File: config.mk
export PLATFORM = sky130hd
export DESIGN_NAME = sdrrip_update
export DESIGN_NICKNAME = d
export VERILOG_FILES = /design/src/sv/sdrrip_pkg.sv /design/src/sv/sdrrip_update.sv
export SDC_FILE = /design/constraint.sdc
export NUM_CORES = 1
export LEC_CHECK = 0
export BUFFER_PORTS_ARGS = -buffer_cell sky130_fd_sc_hd__buf_2
export CAP_MARGIN = 0
export CELL_PAD_IN_SITES_DETAIL_PLACEMENT = 0
export CELL_PAD_IN_SITES_GLOBAL_PLACEMENT = 1
export CORE_ASPECT_RATIO = 1.2
export CORE_MARGIN = 2
export CORE_UTILIZATION = 34
export DETAILED_ROUTE_END_ITERATION = 12
export PLACE_DENSITY_LB_ADDON = 0.1
export SYNTH_ARGS = -nofsm -noshare
export SYNTH_HDL_FRONTEND = slang
export SYNTH_SLANG_ARGS = --single-unit
File: constraint.sdc
create_clock -name vclk -period 10.8
set_input_delay 2.16 -clock vclk [all_inputs]
set_output_delay 2.16 -clock vclk [all_outputs]
set_load 0.02 [all_outputs]
File: src/sv/sdrrip_pkg.sv
// Shared types and codes for the set-dueling RRIP replacement block.
`timescale 1ns / 1ps
`default_nettype none

package sdrrip_pkg;

  // Request operation codes.
  typedef enum logic [1:0] {
    OP_VICTIM = 2'd0,
    OP_FILL   = 2'd1,
    OP_ACCESS = 2'd2
  } sdrrip_op_e;

  // Set roles in the insertion duel.
  typedef enum logic [1:0] {
    ROLE_LRU      = 2'd0,
    ROLE_SRRIP    = 2'd1,
    ROLE_FOLLOWER = 2'd2
  } sdrrip_role_e;

  // Control states of the top level.
  typedef enum logic [1:0] {
    ST_CLEAR  = 2'd0,
    ST_IDLE   = 2'd1,
    ST_MODIFY = 2'd2
  } sdrrip_state_e;

  // One request word.
  typedef struct packed {
    logic [1:0]  operation;
    logic [10:0] set_index;
    logic [3:0]  way;
    logic        hit;
    logic [15:0] valid_mask;
    logic [1:0]  duel_role;
  } sdrrip_req_t;

  // One result word.
  typedef struct packed {
    logic [3:0] victim_way;
    logic       took_invalid;
    logic       followers_srrip;
  } sdrrip_rsp_t;

endpackage

`default_nettype wire

File: src/sv/sdrrip_update.sv
// Row modify unit: victim choice, aging, insertion, promotion and duel counter update.
`timescale 1ns / 1ps
`default_nettype none

module sdrrip_update #(
  parameter int SETS      = 2048,
  parameter int WAYS      = 16,
  parameter int RRPV_BITS = 2,
  parameter int PSEL_BITS = 10
) (
  input  wire sdrrip_pkg::sdrrip_req_t         req_i,
  input  wire logic [WAYS*RRPV_BITS-1:0]       row_i,
  input  wire logic [PSEL_BITS-1:0]            psel_i,
  output logic      [WAYS*RRPV_BITS-1:0]       row_o,
  output logic                                 row_we_o,
  output logic      [PSEL_BITS-1:0]            psel_o,
  output sdrrip_pkg::sdrrip_rsp_t              rsp_o
);
  import sdrrip_pkg::*;

  localparam int RW     = RRPV_BITS;
  localparam int WW     = $clog2(WAYS);
  localparam int LEVELS = 1 << RW;
  localparam logic [RW-1:0]        RMAX  = {RW{1'b1}};
  localparam logic [RW-1:0]        RNEAR = RMAX - RW'(1);
  localparam logic [PSEL_BITS-1:0] PTOP  = {PSEL_BITS{1'b1}};
  localparam logic [PSEL_BITS-1:0] PMID  = PSEL_BITS'(1) << (PSEL_BITS - 1);

  logic [RW-1:0]     fld [WAYS];
  logic [31:0]       mask_ext;
  logic [WAYS-1:0]   valid_ext;
  logic              set_ok;
  logic              way_ok;
  logic              inv_found;
  logic [WW-1:0]     inv_way;
  logic [LEVELS-1:0] has_val;
  logic [RW-1:0]     top;
  logic [RW-1:0]     add;
  logic [WW-1:0]     age_way;
  logic [WW-1:0]     wsel;
  logic [WAYS*RW-1:0] aged_row;
  logic [WAYS*RW-1:0] ins_row;
  logic [RW-1:0]     ins_val;

  // Range checks; ways above the mask width count as valid.
  assign set_ok    = 32'(req_i.set_index) < SETS;
  assign way_ok    = 32'(req_i.way) < WAYS;
  assign mask_ext  = {16'hFFFF, req_i.valid_mask};
  assign valid_ext = mask_ext[WAYS-1:0];
  assign wsel      = WW'(req_i.way);

  // Split the row into its per-way values.
  always_comb begin
    for (int w = 0; w < WAYS; w++) begin
      fld[w] = row_i[w*RW +: RW];
    end
  end

  // Lowest invalid way.
  always_comb begin
    inv_found = 1'b0;
    inv_way   = '0;
    for (int w = WAYS - 1; w >= 0; w--) begin
      if (!valid_ext[w]) begin
        inv_found = 1'b1;
        inv_way   = WW'(w);
      end
    end
  end

  // Highest value present in the row, then the lowest way holding it.
  always_comb begin
    has_val = '0;
    for (int v = 0; v < LEVELS; v++) begin
      for (int w = 0; w < WAYS; w++) begin
        if (fld[w] == RW'(v)) begin
          has_val[v] = 1'b1;
        end
      end
    end
    top = '0;
    for (int v = 0; v < LEVELS; v++) begin
      if (has_val[v]) begin
        top = RW'(v);
      end
    end
    age_way = '0;
    for (int w = WAYS - 1; w >= 0; w--) begin
      if (fld[w] == top) begin
        age_way = WW'(w);
      end
    end
  end

  // Aging raises every line by the same amount so the oldest reaches the maximum.
  assign add = RMAX - top;
  always_comb begin
    for (int w = 0; w < WAYS; w++) begin
      aged_row[w*RW +: RW] = fld[w] + add;
    end
  end

  // Single-way insertion value and row.
  always_comb begin
    ins_row = row_i;
    ins_row[wsel*RW +: RW] = ins_val;
  end

  // Per-operation result, write-back and duel counter.
  always_comb begin
    row_o                = ins_row;
    row_we_o             = 1'b0;
    psel_o               = psel_i;
    ins_val              = '0;
    rsp_o.victim_way     = '0;
    rsp_o.took_invalid   = 1'b0;
    case (sdrrip_op_e'(req_i.operation))
      OP_VICTIM: begin
        row_o = aged_row;
        if (inv_found) begin
          rsp_o.victim_way   = 4'(inv_way);
          rsp_o.took_invalid = 1'b1;
        end else if (set_ok) begin
          rsp_o.victim_way = 4'(age_way);
          row_we_o         = 1'b1;
        end
      end
      OP_FILL: begin
        row_we_o = set_ok && way_ok;
        case (sdrrip_role_e'(req_i.duel_role))
          ROLE_LRU: begin
            ins_val = '0;
            if (row_we_o && psel_i != PTOP) begin
              psel_o = psel_i + PSEL_BITS'(1);
            end
          end
          ROLE_SRRIP: begin
            ins_val = RNEAR;
            if (row_we_o && psel_i != '0) begin
              psel_o = psel_i - PSEL_BITS'(1);
            end
          end
          default: begin
            ins_val = (psel_i > PMID) ? RNEAR : '0;
          end
        endcase
      end
      OP_ACCESS: begin
        ins_val  = '0;
        row_we_o = req_i.hit && set_ok && way_ok;
      end
      default: begin
        row_we_o = 1'b0;
      end
    endcase
    rsp_o.followers_srrip = psel_o > PMID;
  end

endmodule

`default_nettype wire

==> implementation parameters, run 1 <==
Parameter                              Value

CTS
  Post-cts repair resize count ... 0
  Cts hold-fix bufs ... 0
  Number of setup buffers added after CTS ... 0

Finish
  FFs & Latches ... 0
  Total number of nets in the final design ... around 640
  Layout area overhead ... 24.9%
  Final cell count without fillers ... 632
  Diode insertion count for antenna repair ... 0
  Count of clock-net buffers in the final layout ... 0
  Final instance area ... 3250 um^2
  Seq. cell area ... 0 um^2
  Proportion of layout cells with a drive suffix above 1 ... a little under a quarter

Drt
  Total DRC errors in the routed layout ... 0
  Number of iterations in the first detailed-routing pass ... 5
  Count of antenna-violating nets left after detailed routing ... 0
  Drt wl/cell ... 17.3 um
  Total vias in the final route ... 3801
  Iteration-0 DRC Markers ... 286
  Total wire length after detailed routing ... approximately 11000 um
  Vias per Instance ... 6.01

Floorplan
  Die Height ... 99.8 um
  Die X-Extent ... 83.8 um
  Initial Utilization ... 35.5%
  Row count ... 34
  Total die area ... 8360 um^2
  Core area ... roughly 7300 um^2
  # IOs ... about 130

Worst setup path
  Crit path DAT ... about 5.8 ns
  Stage delay of the slowest cell on the critical path ... 0.57 ns
  Critical Path Slowest Stage Cell ... sky130_fd_sc_hd__nor2_1
  Worst Path Class, Setup ... input port to primary output
  Crit-path max FO ... 9
  Cell type group with the largest total delay on the critical path ... compound AO/OA/AOI/OAI gates
  CP Launch Type ... input port
  Crit end category ... primary output
  Crit path required time ... 8.64 ns
  Critical Path, Cell by Cell ... buf_2 > inv_1 > o22ai_1 > a221o_1 > a2111oi_0 > a31oi_1 > nor2_1 > buf_4 > ha_1 > o21ai_1 > nand4_1 > or4b_1 > o21ai_1 > buf_2
  Combined buffer and inverter count along the critical path ... 4

Power
  Total power per unit cell area ... 41.9 nW/um^2
  Worst ir drop on vdd ... 21.3 uV
  Leakage dissipation ... 1.47 nW

Global route
  Sum of overflow across all layers after global routing ... 0
  Total Routing Usage GR ... 24.4%
  Number of antenna violations at the first check in global routing ... 0
  Via count of the first global-routing pass ... 3463
  Wire length of the first global-routing pass ... about 17000 um
  Largest net degree at the start of global routing ... 55

Timing
  Min Tclk post-route ... 7.92 ns
  Fin. max-slew vios ... 0
  Final-report hold violation count ... 0
  Max-slew headroom ... between 20 and 30%
  Unrepaired setup endpoints after global routing ... false
  Transition time at the pin with the least slew margin ... 1.12 ns
  Final-report setup violation count ... 0
  Max frequency ... between 0.1 and 0.15 GHz
  Final clock period utilization by the worst path ... 73.3%
  Setup TNS after final layout ... 0 ns

Min path
  Worst hold path startpoint ... req_i[35]
  Path type of the worst min-delay path ... input port to primary output
  Endpoint of the worst hold path ... row_we_o
  Hold depth ... 3

Placement
  Placed cell count ... 632
  Port Buffers ... 116
  Half-perimeter wire length of the detailed placement result ... 8780 um
  Final weighted congestion in routability-driven placement ... 1.02
  Total cell area at the placement stage ... 3250 um^2

Synth
  Post-synthesis instance area ... 2600 um^2
  Netlist cell types ... 58
  Ys Warns ... 0
  Nets in the synthesized netlist ... 541
  Syn Inst Count ... 443
  Sequential area share after synthesis ... 0%
  Average instance area after synthesis ... 5.87 um^2

Status
  Run status ... completed

Flow run
  Reported max-cap violation count ... 0
metrics by stage:
step,utilization (%),setup slack (ns),hold WS [ns],total power [mW]
2_1_floorplan,-,3.59,4.45,0.0793
6_report,44.4,2.88,4.66,0.136
4_1_cts,44.4,2.92,4.66,0.135
3_5_place_dp,44.4,2.95,4.66,0.134
5_1_grt,44.4,2.74,4.71,0.149
3_3_place_gp,44.4,2.97,4.66,0.134
placed cells by master (no fill, tap or decap), types with 2 or more instances in the layout:
cell type,synthesis,final
sky130_fd_sc_hd__a21oi_1,30,30
sky130_fd_sc_hd__a221oi_1,6,6
sky130_fd_sc_hd__xnor2_1,6,6
sky130_fd_sc_hd__nand3_1,19,19
sky130_fd_sc_hd__or2_1,4,4
sky130_fd_sc_hd__o21a_1,7,7
sky130_fd_sc_hd__buf_4,0,3
sky130_fd_sc_hd__and2_1,2,2
sky130_fd_sc_hd__ha_1,20,20
sky130_fd_sc_hd__o311ai_0,5,5
sky130_fd_sc_hd__and4_1,3,3
sky130_fd_sc_hd__o21ai_1,43,43
sky130_fd_sc_hd__xor2_1,2,2
sky130_fd_sc_hd__a31oi_1,8,8
sky130_fd_sc_hd__nor3_1,10,10
sky130_fd_sc_hd__a22o_1,4,4
sky130_fd_sc_hd__o22ai_1,7,7
sky130_fd_sc_hd__nor4_1,2,2
sky130_fd_sc_hd__a2111oi_0,5,5
sky130_fd_sc_hd__or4_1,3,3
sky130_fd_sc_hd__inv_1,28,28
sky130_fd_sc_hd__a21boi_1,2,2
sky130_fd_sc_hd__a221o_1,3,3
sky130_fd_sc_hd__nand4_1,9,9
sky130_fd_sc_hd__or4b_1,3,3
sky130_fd_sc_hd__nor2b_1,18,18
sky130_fd_sc_hd__o311ai_1,3,3
sky130_fd_sc_hd__o211ai_1,5,5
sky130_fd_sc_hd__o221ai_1,6,6
sky130_fd_sc_hd__a22oi_1,5,5
sky130_fd_sc_hd__nor2_1,49,47
sky130_fd_sc_hd__or3_1,3,3
sky130_fd_sc_hd__buf_2,3,116
sky130_fd_sc_hd__nand2_1,49,49
sky130_fd_sc_hd__mux2i_1,2,2
sky130_fd_sc_hd__nand2b_1,8,8
sky130_fd_sc_hd__o21ai_0,24,24
report_power, final:
group / leakage (nW) / internal, mW / switching, mW
combinational: 1.47 / 0.0473 / 0.0886
clock: 0 / 0 / 0
sequential: 0 / 0 / 0
total: 1.47 / 0.0473 / 0.0886
Yosys cell counts, drive strengths merged (2+ instances only):
| cell | instances | share of area, % |
|---|---|---|
| o21ai | 67 | 13 |
| nand2 | 49 | 7.1 |
| nor2 | 49 | 7.1 |
| a21oi | 30 | 5.8 |
| inv | 28 | 4.0 |
| ha | 20 | 9.6 |
| nand3 | 19 | 3.7 |
| nor2b | 18 | 4.3 |
| clkbuf | 16 | 2.3 |
| nor3 | 10 | 1.9 |
| nand4 | 9 | 2.2 |
| a31oi | 8 | 1.9 |
| nand2b | 8 | 1.9 |
| o311ai | 8 | 2.7 |
| o21a | 7 | 2.0 |
| o22ai | 7 | 1.7 |
| a221oi | 6 | 2.0 |
| o221ai | 6 | 2.0 |
| xnor2 | 6 | 2.0 |
| a2111oi | 5 | 1.7 |
| a22oi | 5 | 1.4 |
| o211ai | 5 | 1.4 |
| a22o | 4 | 1.3 |
| and4 | 4 | 1.4 |
| buf | 4 | 0.72 |
| or2 | 4 | 0.96 |
| a21boi | 3 | 0.87 |
| a221o | 3 | 1.2 |
| and2 | 3 | 0.82 |
| nor4 | 3 | 0.96 |
| or3 | 3 | 0.72 |
| or4 | 3 | 0.87 |
| or4b | 3 | 1.2 |
| a41oi | 2 | 0.96 |
| mux2i | 2 | 0.77 |
| xor2 | 2 | 0.67 |
layer usage:
metal  global-route usage [%]  share of wire [%]
met1                     34.3                 45
met4                     3.60                1.4
met5                        0                  0
met3                     1.07                6.6
met2                     42.2                 46
layout make-up:
class                      instances  area, um^2
fill                             845        4070
multi-input combinational        395        2420
timing repair buffer             119         603
tap                               90         113
inverter                          28         105
worst min-delay path, cell delays in order:
cell and delay, ns:
sky130_fd_sc_hd__buf_2 0.13, sky130_fd_sc_hd__a21oi_1 0.06, sky130_fd_sc_hd__buf_2 0.15
kinds of logic (layout without fill, tap and decap cells):
logic type,Yosys count,count (layout),synth area share (%)
buf+inv,48,147,7.08
mux,3,3,1.20
xor+xnor,8,8,2.70
compound gates,174,174,42.6
simple gates,190,190,36.8
fa+ha+maj,20,20,9.63
worst max path at each step:
stage / slack, ns / start / to / cells after the start
2_1_floorplan: 3.59 / row_i[8] / rsp_o[5] / 11
3_3_place_gp: 2.97 / row_i[8] / rsp_o[5] / 14
3_5_place_dp: 2.95 / row_i[8] / rsp_o[5] / 14
4_1_cts: 2.92 / row_i[8] / rsp_o[5] / 14
5_1_grt: 2.74 / row_i[8] / rsp_o[5] / 14
6_report: 2.88 / row_i[8] / rsp_o[5] / 14
Note: power is estimated with default switching activity, not from simulation.
==> run 2, diff against run 1 <==
--- a/config.mk
+++ b/config.mk
@@ -11,7 +11,7 @@
 export CELL_PAD_IN_SITES_GLOBAL_PLACEMENT = 1
 export CORE_ASPECT_RATIO = 1.2
 export CORE_MARGIN = 2
-export CORE_UTILIZATION = 34
+export CORE_UTILIZATION = 32
 export DETAILED_ROUTE_END_ITERATION = 12
 export PLACE_DENSITY_LB_ADDON = 0.1
 export SYNTH_ARGS = -nofsm -noshare
==> constraint.sdc (replaced) <==
create_clock -name vclk -period 7.6
set_input_delay 1.52 -clock vclk [all_inputs]
set_output_delay 1.52 -clock vclk [all_outputs]
set_load 0.02 [all_outputs]
==> implementation parameters, run 2 (synthesized netlist as in run 1, its figures left out) <==
Parameter                              Value

Worst setup path
  Crit path required time ... about 6.1 ns
  Combined buffer and inverter count along the critical path ... 4
  Crit-path max FO ... 11
  Critical Path Slowest Stage Cell ... sky130_fd_sc_hd__or4b_1
  Critical Path, Cell by Cell ... buf_2 > inv_1 > o22ai_1 > a221o_1 > a2111oi_0 > a31oi_1 > nor2_1 > buf_4 > ha_1 > o21ai_1 > nand4_1 > or4b_1 > o21ai_1 > buf_2
  Worst Path Class, Setup ... input port to primary output
  Cell type group with the largest total delay on the critical path ... compound AO/OA/AOI/OAI gates
  CP Launch Type ... input port
  Stage delay of the slowest cell on the critical path ... roughly 0.50 ns
  Crit end category ... primary output
  Crit path DAT ... 4.96 ns

Floorplan
  Initial Utilization ... 32.4%
  Core area ... 8020 um^2
  Row count ... 36
  Total die area ... 8860 um^2
  # IOs ... roughly 130
  Die Height ... 103 um
  Die X-Extent ... approximately 86 um

Global route
  Number of antenna violations at the first check in global routing ... 0
  Via count of the first global-routing pass ... approximately 3.4k
  Total Routing Usage GR ... 24.1%
  Sum of overflow across all layers after global routing ... 0
  Wire length of the first global-routing pass ... 17400 um
  Largest net degree at the start of global routing ... between 50 and 60

Placement
  Final weighted congestion in routability-driven placement ... between 1 and 1.5
  Port Buffers ... 116
  Half-perimeter wire length of the detailed placement result ... 8840 um
  Worst slack, placed ... 1.18 ns
  Total cell area at the placement stage ... between 3000 and 4000 um^2

Min path
  Worst hold path startpoint ... req_i[35]
  Endpoint of the worst hold path ... row_we_o
  Path type of the worst min-delay path ... input port to primary output
  Hold depth ... 3

Finish
  FFs & Latches ... 0
  Diode insertion count for antenna repair ... 0
  Layout area overhead ... 25.7%
  Finished Core Util ... 40.7%
  Seq. cell area ... 0 um^2
  Leading cell types in the layout, fill and taps excluded ... 116 x sky130_fd_sc_hd__buf_2, 49 x sky130_fd_sc_hd__nand2_1, 47 x sky130_fd_sc_hd__nor2_1, 43 x sky130_fd_sc_hd__o21ai_1, 30 x sky130_fd_sc_hd__a21oi_1
  Final instance area ... 3270 um^2
  Proportion of layout cells with a drive suffix above 1 ... around a quarter
  Filler instances ... ~950
  Count of clock-net buffers in the final layout ... 0
  Total number of nets in the final design ... around 640
  Commonest non-fill, non-tap cell in the layout ... sky130_fd_sc_hd__buf_2

Drt
  Vias per Instance ... 5.91
  Drt wl/cell ... around 17 um
  Total vias in the final route ... 3777
  Total wire length after detailed routing ... roughly 11000 um
  Total DRC errors in the routed layout ... 0
  Iteration-0 DRC Markers ... between 200 and 250
  Count of antenna-violating nets left after detailed routing ... 0
  Number of iterations in the first detailed-routing pass ... 5

CTS
  Post-cts repair resize count ... 0
  Cts hold-fix bufs ... 0
  Number of setup buffers added after CTS ... 0

Power
  Overall Power ... 0.193 mW
  Leakage dissipation ... 1.48 nW
  Worst ir drop on vdd ... 22.3 uV
  Total power per unit cell area ... 59.2 nW/um^2

Timing
  Final-report hold violation count ... 0
  Final-report setup violation count ... 0
  Max frequency ... 0.154 GHz
  Final worst-path setup slack ... 1.12 ns
  Max-slew headroom ... 47.7%
  Min Tclk post-route ... ~6.5 ns
  Unrepaired setup endpoints after global routing ... false
  Final clock period utilization by the worst path ... 85.3%
  Fin. max-slew vios ... 0
  Setup TNS after final layout ... 0 ns
  Transition time at the pin with the least slew margin ... between 0.7 and 0.8 ns

Status
  Run status ... completed

Flow run
  Reported max-cap violation count ... 0
run 2: cell types whose count changed in the layout (fill, tap and decap cells not counted):
cell,change
sky130_fd_sc_hd__buf_4,+2
run 2: worst max path at each step:
stage          cells past startpoint      from        to
2_1_floorplan                     11  row_i[8]  rsp_o[5]
3_3_place_gp                      14  row_i[8]  rsp_o[5]
3_5_place_dp                      14  row_i[8]  rsp_o[5]
4_1_cts                           14  row_i[8]  rsp_o[5]
5_1_grt                           14  row_i[8]  rsp_o[5]
6_report                          14  row_i[8]  rsp_o[5]
run 2: tightest hold or removal path: stages:
cell,delay (ns)
sky130_fd_sc_hd__buf_2,0.13
sky130_fd_sc_hd__a21oi_1,0.07
sky130_fd_sc_hd__buf_2,0.15
run 2: through the flow:
| stage | std cells | hold WS, ns |
|---|---|---|
| 6_report | 639 | 3.38 |
| 5_1_grt | 639 | 3.41 |
| 4_1_cts | 639 | 3.39 |
| 3_5_place_dp | 639 | 3.39 |
| 3_3_place_gp | 639 | 3.38 |
| 2_1_floorplan | 443 | 3.17 |
run 2: area by class of cell:
class	instances	area, um^2	share of cell area [%]
inverter	28	105	3.22
multi-input combinational	395	2420	74.2
tap	95	119	3.64
timing repair buffer	121	618	18.9
run 2: report_power, final:
group	internal, mW	switching (mW)	leakage (nW)	total [mW]
registers	0	0	0	0
logic	0.0675	0.126	1.48	0.193
clock network	0	0	0	0
run 2: per-layer routing:
layer / wire [um] / track usage (%)
met1: 5130 / 34.2
met2: 5050 / 41.8
met3: 668 / 0.801
met4: 151 / 3.00
met5: 0 / 0
